$ cat config.mk
export PLATFORM = sky130hd
export DESIGN_NAME = utf8_to_code_point_decoder_flat
export DESIGN_NICKNAME = d
export VERILOG_FILES = /design/src/rtl/u8d_pkg.sv /design/src/rtl/u8d_if.sv /design/src/rtl/u8d_in_stage.sv /design/src/rtl/u8d_decode.sv /design/src/rtl/u8d_out_stage.sv /design/src/rtl/utf8_to_code_point_decoder.sv /design/src/flat_wrapper.sv
export SDC_FILE = /design/constraint.sdc
export NUM_CORES = 1
export LEC_CHECK = 0
export BUFFER_PORTS_ARGS = -buffer_cell sky130_fd_sc_hd__buf_2
export CORE_AREA = 2 2 86 88
export CTS_BUF_LIST = sky130_fd_sc_hd__clkbuf_16
export DETAILED_ROUTE_END_ITERATION = 8
export DIE_AREA = 0 0 88 90
export RECOVER_POWER = 50
export SETUP_SLACK_MARGIN = 0.15
export SLEW_MARGIN = 0
export SYNTH_ARGS = -nofsm -noshare
export SYNTH_HDL_FRONTEND = slang
export SYNTH_SLANG_ARGS = --single-unit
export TNS_END_PERCENT = 100
$ cat constraint.sdc
create_clock -name i_clk -period 3.35 [get_ports i_clk]
set_input_delay 0.5025 -clock i_clk [delete_from_list [all_inputs] [get_ports i_clk]]
set_output_delay 0.5025 -clock i_clk [all_outputs]
set_load 0.005 [all_outputs]
$ cat src/rtl/u8d_pkg.sv
`timescale 1ns / 1ps
// ----------------------------------------------------------------------------
// UTF-8 decoder package
// Shared widths, byte-class masks and the item structures that pass between
// the stages of the decoder.
// ----------------------------------------------------------------------------
package u8d_pkg;

    localparam int unsigned ByteW    = 8;
    localparam int unsigned CpW      = 31;
    localparam int unsigned PendW    = 3;
    localparam int unsigned ContBits = 6;

    // Masks and match patterns for the lead byte classes.
    localparam logic [ByteW-1:0] MaskTop1   = 8'h80;
    localparam logic [ByteW-1:0] MaskTop3   = 8'he0;
    localparam logic [ByteW-1:0] MaskTop4   = 8'hf0;
    localparam logic [ByteW-1:0] MaskTop5   = 8'hf8;
    localparam logic [ByteW-1:0] MaskTop6   = 8'hfc;
    localparam logic [ByteW-1:0] MaskTop7   = 8'hfe;
    localparam logic [ByteW-1:0] Lead2      = 8'hc0;
    localparam logic [ByteW-1:0] Lead3      = 8'he0;
    localparam logic [ByteW-1:0] Lead4      = 8'hf0;
    localparam logic [ByteW-1:0] Lead5      = 8'hf8;
    localparam logic [ByteW-1:0] Lead6      = 8'hfc;
    localparam logic [ByteW-1:0] MaskCont   = 8'h3f;
    localparam logic [ByteW-1:0] MaskData2  = 8'h1f;
    localparam logic [ByteW-1:0] MaskData3  = 8'h0f;
    localparam logic [ByteW-1:0] MaskData4  = 8'h07;
    localparam logic [ByteW-1:0] MaskData5  = 8'h03;
    localparam logic [ByteW-1:0] MaskData6  = 8'h01;

    // Continuation bytes still expected after each kind of lead byte.
    localparam logic [PendW-1:0] Pend2 = 3'd1;
    localparam logic [PendW-1:0] Pend3 = 3'd2;
    localparam logic [PendW-1:0] Pend4 = 3'd3;
    localparam logic [PendW-1:0] Pend5 = 3'd4;
    localparam logic [PendW-1:0] Pend6 = 3'd5;
    localparam logic [PendW-1:0] PendNone = 3'd0;

    localparam logic WideModeReset = 1'b1;

    // One input byte held in the input register.
    typedef struct packed {
        logic [ByteW-1:0] in_byte;
        logic             end_of_string;
    } t_item;

    // One decoded result, with a flag saying whether the byte produced one.
    typedef struct packed {
        logic           emit;
        logic [CpW-1:0] code_point;
        logic           bad_sequence;
        logic           last_result;
    } t_result;

endpackage

$ cat src/rtl/u8d_if.sv
`timescale 1ns / 1ps
// ----------------------------------------------------------------------------
// UTF-8 decoder channel interfaces
// Byte input channel, code point result channel and the mode write channel,
// each with valid/ready flow control.
// ----------------------------------------------------------------------------
interface u8d_byte_if;
    logic       valid;
    logic       ready;
    logic [7:0] in_byte;
    logic       end_of_string;

    modport source (output valid, output in_byte, output end_of_string, input ready);
    modport sink   (input valid, input in_byte, input end_of_string, output ready);
endinterface

interface u8d_cp_if;
    logic        valid;
    logic        ready;
    logic [30:0] code_point;
    logic        bad_sequence;
    logic        last_result;

    modport source (output valid, output code_point, output bad_sequence,
                    output last_result, input ready);
    modport sink   (input valid, input code_point, input bad_sequence,
                    input last_result, output ready);
endinterface

interface u8d_cfg_if;
    logic valid;
    logic ready;
    logic wide_mode;

    modport source (output valid, output wide_mode, input ready);
    modport sink   (input valid, input wide_mode, output ready);
endinterface

$ cat src/rtl/u8d_in_stage.sv
`timescale 1ns / 1ps
// ----------------------------------------------------------------------------
// UTF-8 decoder input register
// Holds one accepted byte until the decode stage consumes it.
// ----------------------------------------------------------------------------
module u8d_in_stage (
    input  logic           i_clk,
    input  logic           i_rst_n,
    input  logic           i_valid,
    output logic           o_ready,
    input  u8d_pkg::t_item i_item,
    input  logic           i_consume,
    output logic           o_valid,
    output u8d_pkg::t_item o_item
);
    import u8d_pkg::*;

    logic  r_valid;
    t_item r_item;
    logic  n_valid;

    // A new item may enter when the register is empty or is being drained.
    assign o_ready = !r_valid || i_consume;
    assign n_valid = (i_valid && o_ready) || (r_valid && !i_consume);

    always_ff @(posedge i_clk) begin
        if (!i_rst_n) begin
            r_valid <= 1'b0;
        end else begin
            r_valid <= n_valid;
        end
        if (i_valid && o_ready) begin
            r_item <= i_item;
        end
    end

    assign o_valid = r_valid;
    assign o_item  = r_item;

endmodule

$ cat src/rtl/u8d_decode.sv
`timescale 1ns / 1ps
// ----------------------------------------------------------------------------
// UTF-8 decoder step logic
// Classifies each byte against the open sequence, gathers code point bits
// and flags bad lead bytes and truncated sequences.
// ----------------------------------------------------------------------------
module u8d_decode (
    input  logic             i_clk,
    input  logic             i_rst_n,
    input  logic             i_fire,
    input  logic             i_wide_mode,
    input  u8d_pkg::t_item   i_item,
    output u8d_pkg::t_result o_result
);
    import u8d_pkg::*;

    logic [CpW-1:0]   r_partial;
    logic [PendW-1:0] r_pending;
    logic [CpW-1:0]   n_partial;
    logic [PendW-1:0] n_pending;
    logic [ByteW-1:0] b;
    logic             eos;
    logic [CpW-1:0]   shifted;
    logic [PendW-1:0] dec;
    t_result          res;

    assign b   = i_item.in_byte;
    assign eos = i_item.end_of_string;
    assign shifted = {r_partial[CpW-ContBits-1:0], b[ContBits-1:0]};
    assign dec     = r_pending - 3'd1;

    // Next state and result for the byte in the input register.
    always_comb begin
        n_partial        = r_partial;
        n_pending        = r_pending;
        res.emit         = 1'b0;
        res.code_point   = '0;
        res.bad_sequence = 1'b0;
        res.last_result  = eos;
        if (r_pending != PendNone) begin
            // Continuation byte: shift in six bits without checking the tag.
            n_partial = shifted;
            n_pending = dec;
            if (dec == PendNone) begin
                res.emit       = 1'b1;
                res.code_point = shifted;
                n_partial      = '0;
            end else if (eos) begin
                res.emit         = 1'b1;
                res.bad_sequence = 1'b1;
                res.last_result  = 1'b1;
                n_partial        = '0;
                n_pending        = PendNone;
            end
        end else begin
            // Lead byte.
            if ((b & MaskTop1) == '0) begin
                res.emit       = 1'b1;
                res.code_point = {{(CpW-ByteW){1'b0}}, b};
            end else begin
                if ((b & MaskTop3) == Lead2) begin
                    n_partial = {{(CpW-ByteW){1'b0}}, b & MaskData2};
                    n_pending = Pend2;
                end else if ((b & MaskTop4) == Lead3) begin
                    n_partial = {{(CpW-ByteW){1'b0}}, b & MaskData3};
                    n_pending = Pend3;
                end else if (i_wide_mode && (b & MaskTop5) == Lead4) begin
                    n_partial = {{(CpW-ByteW){1'b0}}, b & MaskData4};
                    n_pending = Pend4;
                end else if (i_wide_mode && (b & MaskTop6) == Lead5) begin
                    n_partial = {{(CpW-ByteW){1'b0}}, b & MaskData5};
                    n_pending = Pend5;
                end else if (i_wide_mode && (b & MaskTop7) == Lead6) begin
                    n_partial = {{(CpW-ByteW){1'b0}}, b & MaskData6};
                    n_pending = Pend6;
                end else begin
                    // Bad lead byte: report it and skip it.
                    res.emit         = 1'b1;
                    res.bad_sequence = 1'b1;
                    res.code_point   = {{(CpW-ByteW){1'b0}}, b};
                end
                // A sequence opened on the final byte is truncated at once.
                if (!res.emit && eos) begin
                    res.emit         = 1'b1;
                    res.bad_sequence = 1'b1;
                    res.last_result  = 1'b1;
                    n_partial        = '0;
                    n_pending        = PendNone;
                end
            end
        end
    end

    // Sequence state advances only when the held byte is consumed.
    always_ff @(posedge i_clk) begin
        if (!i_rst_n) begin
            r_partial <= '0;
            r_pending <= PendNone;
        end else if (i_fire) begin
            r_partial <= n_partial;
            r_pending <= n_pending;
        end
    end

    assign o_result = res;

endmodule

$ cat src/rtl/u8d_out_stage.sv
`timescale 1ns / 1ps
// ----------------------------------------------------------------------------
// UTF-8 decoder result register
// Holds one decoded result until the downstream side takes it.
// ----------------------------------------------------------------------------
module u8d_out_stage (
    input  logic             i_clk,
    input  logic             i_rst_n,
    input  logic             i_fire,
    input  u8d_pkg::t_result i_result,
    output logic             o_free,
    u8d_cp_if.source         o_cp
);
    import u8d_pkg::*;

    logic           r_valid;
    logic [CpW-1:0] r_code_point;
    logic           r_bad;
    logic           r_last;

    // Free when empty or when the held item leaves at this edge.
    assign o_free = !r_valid || o_cp.ready;

    always_ff @(posedge i_clk) begin
        if (!i_rst_n) begin
            r_valid <= 1'b0;
        end else if (i_fire && i_result.emit) begin
            r_valid <= 1'b1;
        end else if (o_cp.ready) begin
            r_valid <= 1'b0;
        end
        if (i_fire && i_result.emit) begin
            r_code_point <= i_result.code_point;
            r_bad        <= i_result.bad_sequence;
            r_last       <= i_result.last_result;
        end
    end

    assign o_cp.valid        = r_valid;
    assign o_cp.code_point   = r_code_point;
    assign o_cp.bad_sequence = r_bad;
    assign o_cp.last_result  = r_last;

endmodule

$ cat src/rtl/utf8_to_code_point_decoder.sv
`timescale 1ns / 1ps
// ----------------------------------------------------------------------------
// UTF-8 to code point decoder
// Decodes a UTF-8 byte stream, one byte per item, into code points of up to
// 31 bits, with error items for bad lead bytes and truncated sequences.
// ----------------------------------------------------------------------------
//  Channel  | Direction | Payload
//  ---------+-----------+-------------------------------------------------
//  i_byte   | in        | in_byte[7:0], end_of_string
//  o_cp     | out       | code_point[30:0], bad_sequence, last_result
//  i_cfg    | in        | wide_mode (always ready)
//
//  One byte per cycle sustained while the result side takes every result.
//  A byte goes from the input register through the decode logic to the
//  result register. Reset clears the open sequence and sets wide_mode. When
//  a result waits unread, one more byte is held in the input register and
//  further input stalls until the result is taken.
// ----------------------------------------------------------------------------
module utf8_to_code_point_decoder (
    input  logic       i_clk,
    input  logic       i_rst_n,
    u8d_byte_if.sink   i_byte,
    u8d_cfg_if.sink    i_cfg,
    u8d_cp_if.source   o_cp
);
    import u8d_pkg::*;

    logic    r_wide_mode;
    logic    held_valid;
    t_item   in_item;
    t_item   held_item;
    logic    out_free;
    logic    fire;
    t_result result;

    // Mode register; writes are always taken.
    assign i_cfg.ready = 1'b1;

    always_ff @(posedge i_clk) begin
        if (!i_rst_n) begin
            r_wide_mode <= WideModeReset;
        end else if (i_cfg.valid) begin
            r_wide_mode <= i_cfg.wide_mode;
        end
    end

    assign in_item.in_byte       = i_byte.in_byte;
    assign in_item.end_of_string = i_byte.end_of_string;

    // The held byte is decoded once the result register can take a result.
    assign fire = held_valid && out_free;

    u8d_in_stage u_in (
        .i_clk    (i_clk),
        .i_rst_n  (i_rst_n),
        .i_valid  (i_byte.valid),
        .o_ready  (i_byte.ready),
        .i_item   (in_item),
        .i_consume(fire),
        .o_valid  (held_valid),
        .o_item   (held_item)
    );

    u8d_decode u_dec (
        .i_clk      (i_clk),
        .i_rst_n    (i_rst_n),
        .i_fire     (fire),
        .i_wide_mode(r_wide_mode),
        .i_item     (held_item),
        .o_result   (result)
    );

    u8d_out_stage u_out (
        .i_clk   (i_clk),
        .i_rst_n (i_rst_n),
        .i_fire  (fire),
        .i_result(result),
        .o_free  (out_free),
        .o_cp    (o_cp)
    );

endmodule

$ cat src/flat_wrapper.sv
// flat-port wrapper written by rule: the top's interface ports become plain ports
module utf8_to_code_point_decoder_flat import u8d_pkg::*;
  (i_clk, i_rst_n, i_byte_valid, i_byte_in_byte, i_byte_end_of_string, i_byte_ready, i_cfg_valid, i_cfg_wide_mode, i_cfg_ready, o_cp_valid, o_cp_code_point, o_cp_bad_sequence, o_cp_last_result, o_cp_ready);
  u8d_byte_if i_byte_i ();
  u8d_cfg_if i_cfg_i ();
  u8d_cp_if o_cp_i ();
  input  logic i_clk;
  input  logic i_rst_n;
  input wire logic [$bits(i_byte_i.valid)-1:0] i_byte_valid;
  input wire logic [$bits(i_byte_i.in_byte)-1:0] i_byte_in_byte;
  input wire logic [$bits(i_byte_i.end_of_string)-1:0] i_byte_end_of_string;
  output wire logic [$bits(i_byte_i.ready)-1:0] i_byte_ready;
  input wire logic [$bits(i_cfg_i.valid)-1:0] i_cfg_valid;
  input wire logic [$bits(i_cfg_i.wide_mode)-1:0] i_cfg_wide_mode;
  output wire logic [$bits(i_cfg_i.ready)-1:0] i_cfg_ready;
  output wire logic [$bits(o_cp_i.valid)-1:0] o_cp_valid;
  output wire logic [$bits(o_cp_i.code_point)-1:0] o_cp_code_point;
  output wire logic [$bits(o_cp_i.bad_sequence)-1:0] o_cp_bad_sequence;
  output wire logic [$bits(o_cp_i.last_result)-1:0] o_cp_last_result;
  input wire logic [$bits(o_cp_i.ready)-1:0] o_cp_ready;
  assign i_byte_i.valid = i_byte_valid;
  assign i_byte_i.in_byte = i_byte_in_byte;
  assign i_byte_i.end_of_string = i_byte_end_of_string;
  assign i_byte_ready = i_byte_i.ready;
  assign i_cfg_i.valid = i_cfg_valid;
  assign i_cfg_i.wide_mode = i_cfg_wide_mode;
  assign i_cfg_ready = i_cfg_i.ready;
  assign o_cp_valid = o_cp_i.valid;
  assign o_cp_code_point = o_cp_i.code_point;
  assign o_cp_bad_sequence = o_cp_i.bad_sequence;
  assign o_cp_last_result = o_cp_i.last_result;
  assign o_cp_i.ready = o_cp_ready;
  utf8_to_code_point_decoder u_core (.i_clk(i_clk), .i_rst_n(i_rst_n), .i_byte(i_byte_i), .i_cfg(i_cfg_i), .o_cp(o_cp_i));
endmodule
==> results.toml <==
[clock_tree]
clock_sinks = 73
cts_resized = 0
cts_setup_buffers = 0
cts-root-buf = "clkbuf_16"
path_clk_slew_ns = 0.06
cts_made_buffers = 9
tritoncts = "done"
insertion_delay_ns = 0.33
htreeDepth = 3
clock_tree.buffer_depth = 2
cts-hold-fix-buffers = 0

[sta]
fin_crit_sh_pct = 72.2
fmax_ghz = 0.414
fin_setup_tns_ns = 0
finClkSkew_ns = 0.00659
finalSetupViolations = 0
finalHoldViolCount = 0
whs_ns = 0.344
min_period_ns = 2.42
rsz0062_at_grt = "no"
relSlewSlack_pct = 9.28
worstMarginPinSlew_ns = 1.36
slew_viol_final = 0

[final_layout]
area_growth_pct = 20.8
fillers = 622
finalNonFillerCells = 426
drive_above_1_share_pct = 20.2
antenna_cells = 0
final_nets = 340

[drt]
routed_via_density = 5.02
first_pass_iters = 4
route.vias.total = 2140
wire_per_inst_um = 13.3
drt-total-wl_mm = 5.68
drt_iter0_markers = 151
drc_errors = 0
ant_nets = 0

[logic_synthesis]
synthXorXnorAreaFrac_pct = 0
synth_area_per_cell_sq_um = 11.3
async_flop_share_pct = 0
syn-num-nets = 291
ys.flop_type = "edfxtp_1"
synth_seq_cells = 73
synth_top_family_by_area = "simple AND/OR/NAND/NOR gates"
ys_seq_area_share_pct = 61.1
yosys_warnings = 0
syn-cell-area_sq_um = 3080
synth_mux_area_share_pct = 0
synth_fa_ha_area_share_pct = 1.22
synth_compound_area_share_pct = 14.3
synth_edf_count = 42
synthSimpleGateAreaFrac_pct = 19.4
synthCells = 273
synth_cell_types = 44

[worst_setup_path]
worst-endpoint-arrival_ns = 2.67
cp-start-kind = "register"
cp-startpoint = "u_core.u_dec.r_pending[0]$_SDFFE_PN0P_"
crit_fanout = 24
r2r_slack_ns = 0.93
endpoint_kind = "register"
reg2reg_depth = 7
rr_endpoint = "u_core.u_dec.r_partial[24]$_SDFFE_PN0P_"
path_class = "register to register"
timing.rr.start = "u_core.u_dec.r_pending[0]$_SDFFE_PN0P_"
worstPathRequired_ns = 3.60

[hold_path]
min-delay-start = "i_byte_in_byte[3]"
whs_endpoint = "u_core.u_in.o_item[4]$_DFFE_PP_"
hp-class = "input port to register"
hold_depth = 1

[pwr]
switching_share_pct = 21.7
pwr-share-clk_pct = 47.6
switching_power_uw = 483
pwr-share-seq_pct = 45.3
p_int_mw = 1.74
leakagePower_nw = 1.35
power-per-cell-area_nw_per_um2 = 598
max-vdd-ir-drop_uv = 473
combPwrFrac_pct = 7.1

[floorplan]
die_y_um = 90
core_area_sq_um = 7020
start_util_pct = 43.8
die_w_um = 88
ios = 51
fp-row-count = 31
die-area_sq_um = 7920

[place]
dp_hpwl_mm = 3.75
port-buffer-count = 49
dp_cells = 410
gp_congestion = 0.814

[run]
max-cap-violations = 0

[global_routing]
groute.usage.overall_pct = 15.3
grt_first_pass_wirelength_mm = 9.40
first_global_vias = 2019
grt_max_degree = 35
overflow = 0
antenna_found_initial = 0

[status]
status = "completed"
[cell type report]
type,instances,area [sq um],share of cell area (%)
timing repair buffer,55,275,7.40
clock buffer,10,250,6.73
multi-input combinational,178,1080,29.0
sequential,73,1880,50.6
clock inverter,6,88.8,2.39
inverter,5,18.8,0.505
tap,99,124,3.33
[Yosys cell counts, types with 3 or more instances]
cell type  number  area share, %
a21boi_1       17            4.1
inv_1           5           0.61
edfxtp_1       42             41
o21ai_0         6           0.98
o211ai_1        3           0.73
ha_1            3            1.2
a21oi_1         8            1.3
nand3_1        26            4.2
nand2_1        34            4.1
nor3_1          3           0.49
and2_1         25            5.1
clkbuf_1        7           0.85
buf_2           6           0.98
nor2b_1        10            2.0
dfxtp_1        31             20
buf_6           3            1.1
a21boi_0        5            1.2
nor2_1          8           0.98
[routing by layer]
metal	track usage, %	part of all wire [%]	up-vias
li1	-	-	1068
met2	23.3	46	70
met3	4.32	5.7	8
met4	7.05	2.2	0
met1	19.9	46	994
met5	0	0	-
[power by group through the flow]
stage               registers (mW)  logic (mW)  clock network, mW
finish                        1.01       0.159               1.06
global route                  1.01       0.178               1.11
CTS                           1.01       0.161               1.07
detailed placement            1.03       0.161                  0
global placement              1.03       0.162                  0
floorplan                     1.02       0.108                  0
[sequential cells by signal, summed over array words and instances, names as in the netlist]
name,flops
u_core.u_out.o_cp.code_point,31
u_core.u_dec.r_partial,25
u_core.u_in.o_item,9
u_core.u_dec.r_pending,3
u_core.r_wide_mode,1
u_core.u_in.o_valid,1
u_core.u_out.o_cp.bad_sequence,1
u_core.u_out.o_cp.last_result,1
u_core.u_out.o_cp.valid,1
[logic make-up after synthesis]
logic type	count (synthesis)
compound gates	57
flops	73
fa+ha+maj	3
simple gates	117
other cells	1
buf+inv	22
[worst max path at each step]
| stage | end | slack (ns) | cells past startpoint |
|---|---|---|---|
| 3_3_place_gp | u_core.u_dec.r_partial[12]$_SDFFE_PN0P_ | 1.15 | 7 |
| 5_1_grt | u_core.u_dec.r_partial[10]$_SDFFE_PN0P_ | 0.62 | 7 |
| 3_5_place_dp | u_core.u_out.o_cp.code_point[29]$_SDFFCE_PN0P_ | 1.10 | 7 |
| 4_1_cts | u_core.u_out.o_cp.code_point[14]$_SDFFCE_PN0P_ | 1.09 | 7 |
| 2_1_floorplan | u_core.u_out.o_cp.bad_sequence$_DFFE_PP_ | 0.81 | 6 |
| 6_report | u_core.u_dec.r_partial[24]$_SDFFE_PN0P_ | 0.93 | 7 |
[cells in the final DEF, fill, tap and decap left out, types with 2 or more instances in the layout]
master,synthesis,layout
a21boi_0,5,7
o31ai_1,2,2
buf_4,1,5
clkbuf_16,0,10
and2_1,25,18
nand2_1,34,34
o21a_1,2,2
o211ai_1,3,3
nor2_1,8,8
bufinv_16,0,2
nand3_1,26,26
nor3_1,3,3
nand2b_1,2,2
edfxtp_1,42,42
o21ai_0,6,6
inv_1,5,5
nor2b_1,10,10
a21boi_1,17,15
clkbuf_1,7,10
a21oi_1,8,8
dfxtp_1,31,31
ha_1,3,3
buf_2,6,40
o211a_1,2,2
clkinv_4,0,2
and2_0,0,7
nand4_1,2,2
[worst max-delay path: stages (launching register included)]
cell and delay [ns]:
dfxtp_1 0.34, inv_1 0.09, ha_1 0.27, nand2_1 0.23
o31ai_4 0.29, clkbuf_1 0.81, nand2_1 0.12, a21boi_0 0.18
[per-stage QoR]
stage                     cell area [sq um]  setup WS [ns]  util [%]  power (mW)
after global placement                 3390           1.15      48.4        1.19
after global routing                   3720          0.622      53.0        2.30
after floorplan                        3080          0.814         -        1.13
final                                  3720          0.932      53.0        2.23
after CTS                              3730           1.09      53.2        2.24
after detailed placement               3390           1.10      48.4        1.19
Note: power is estimated with default switching activity, not from simulation.
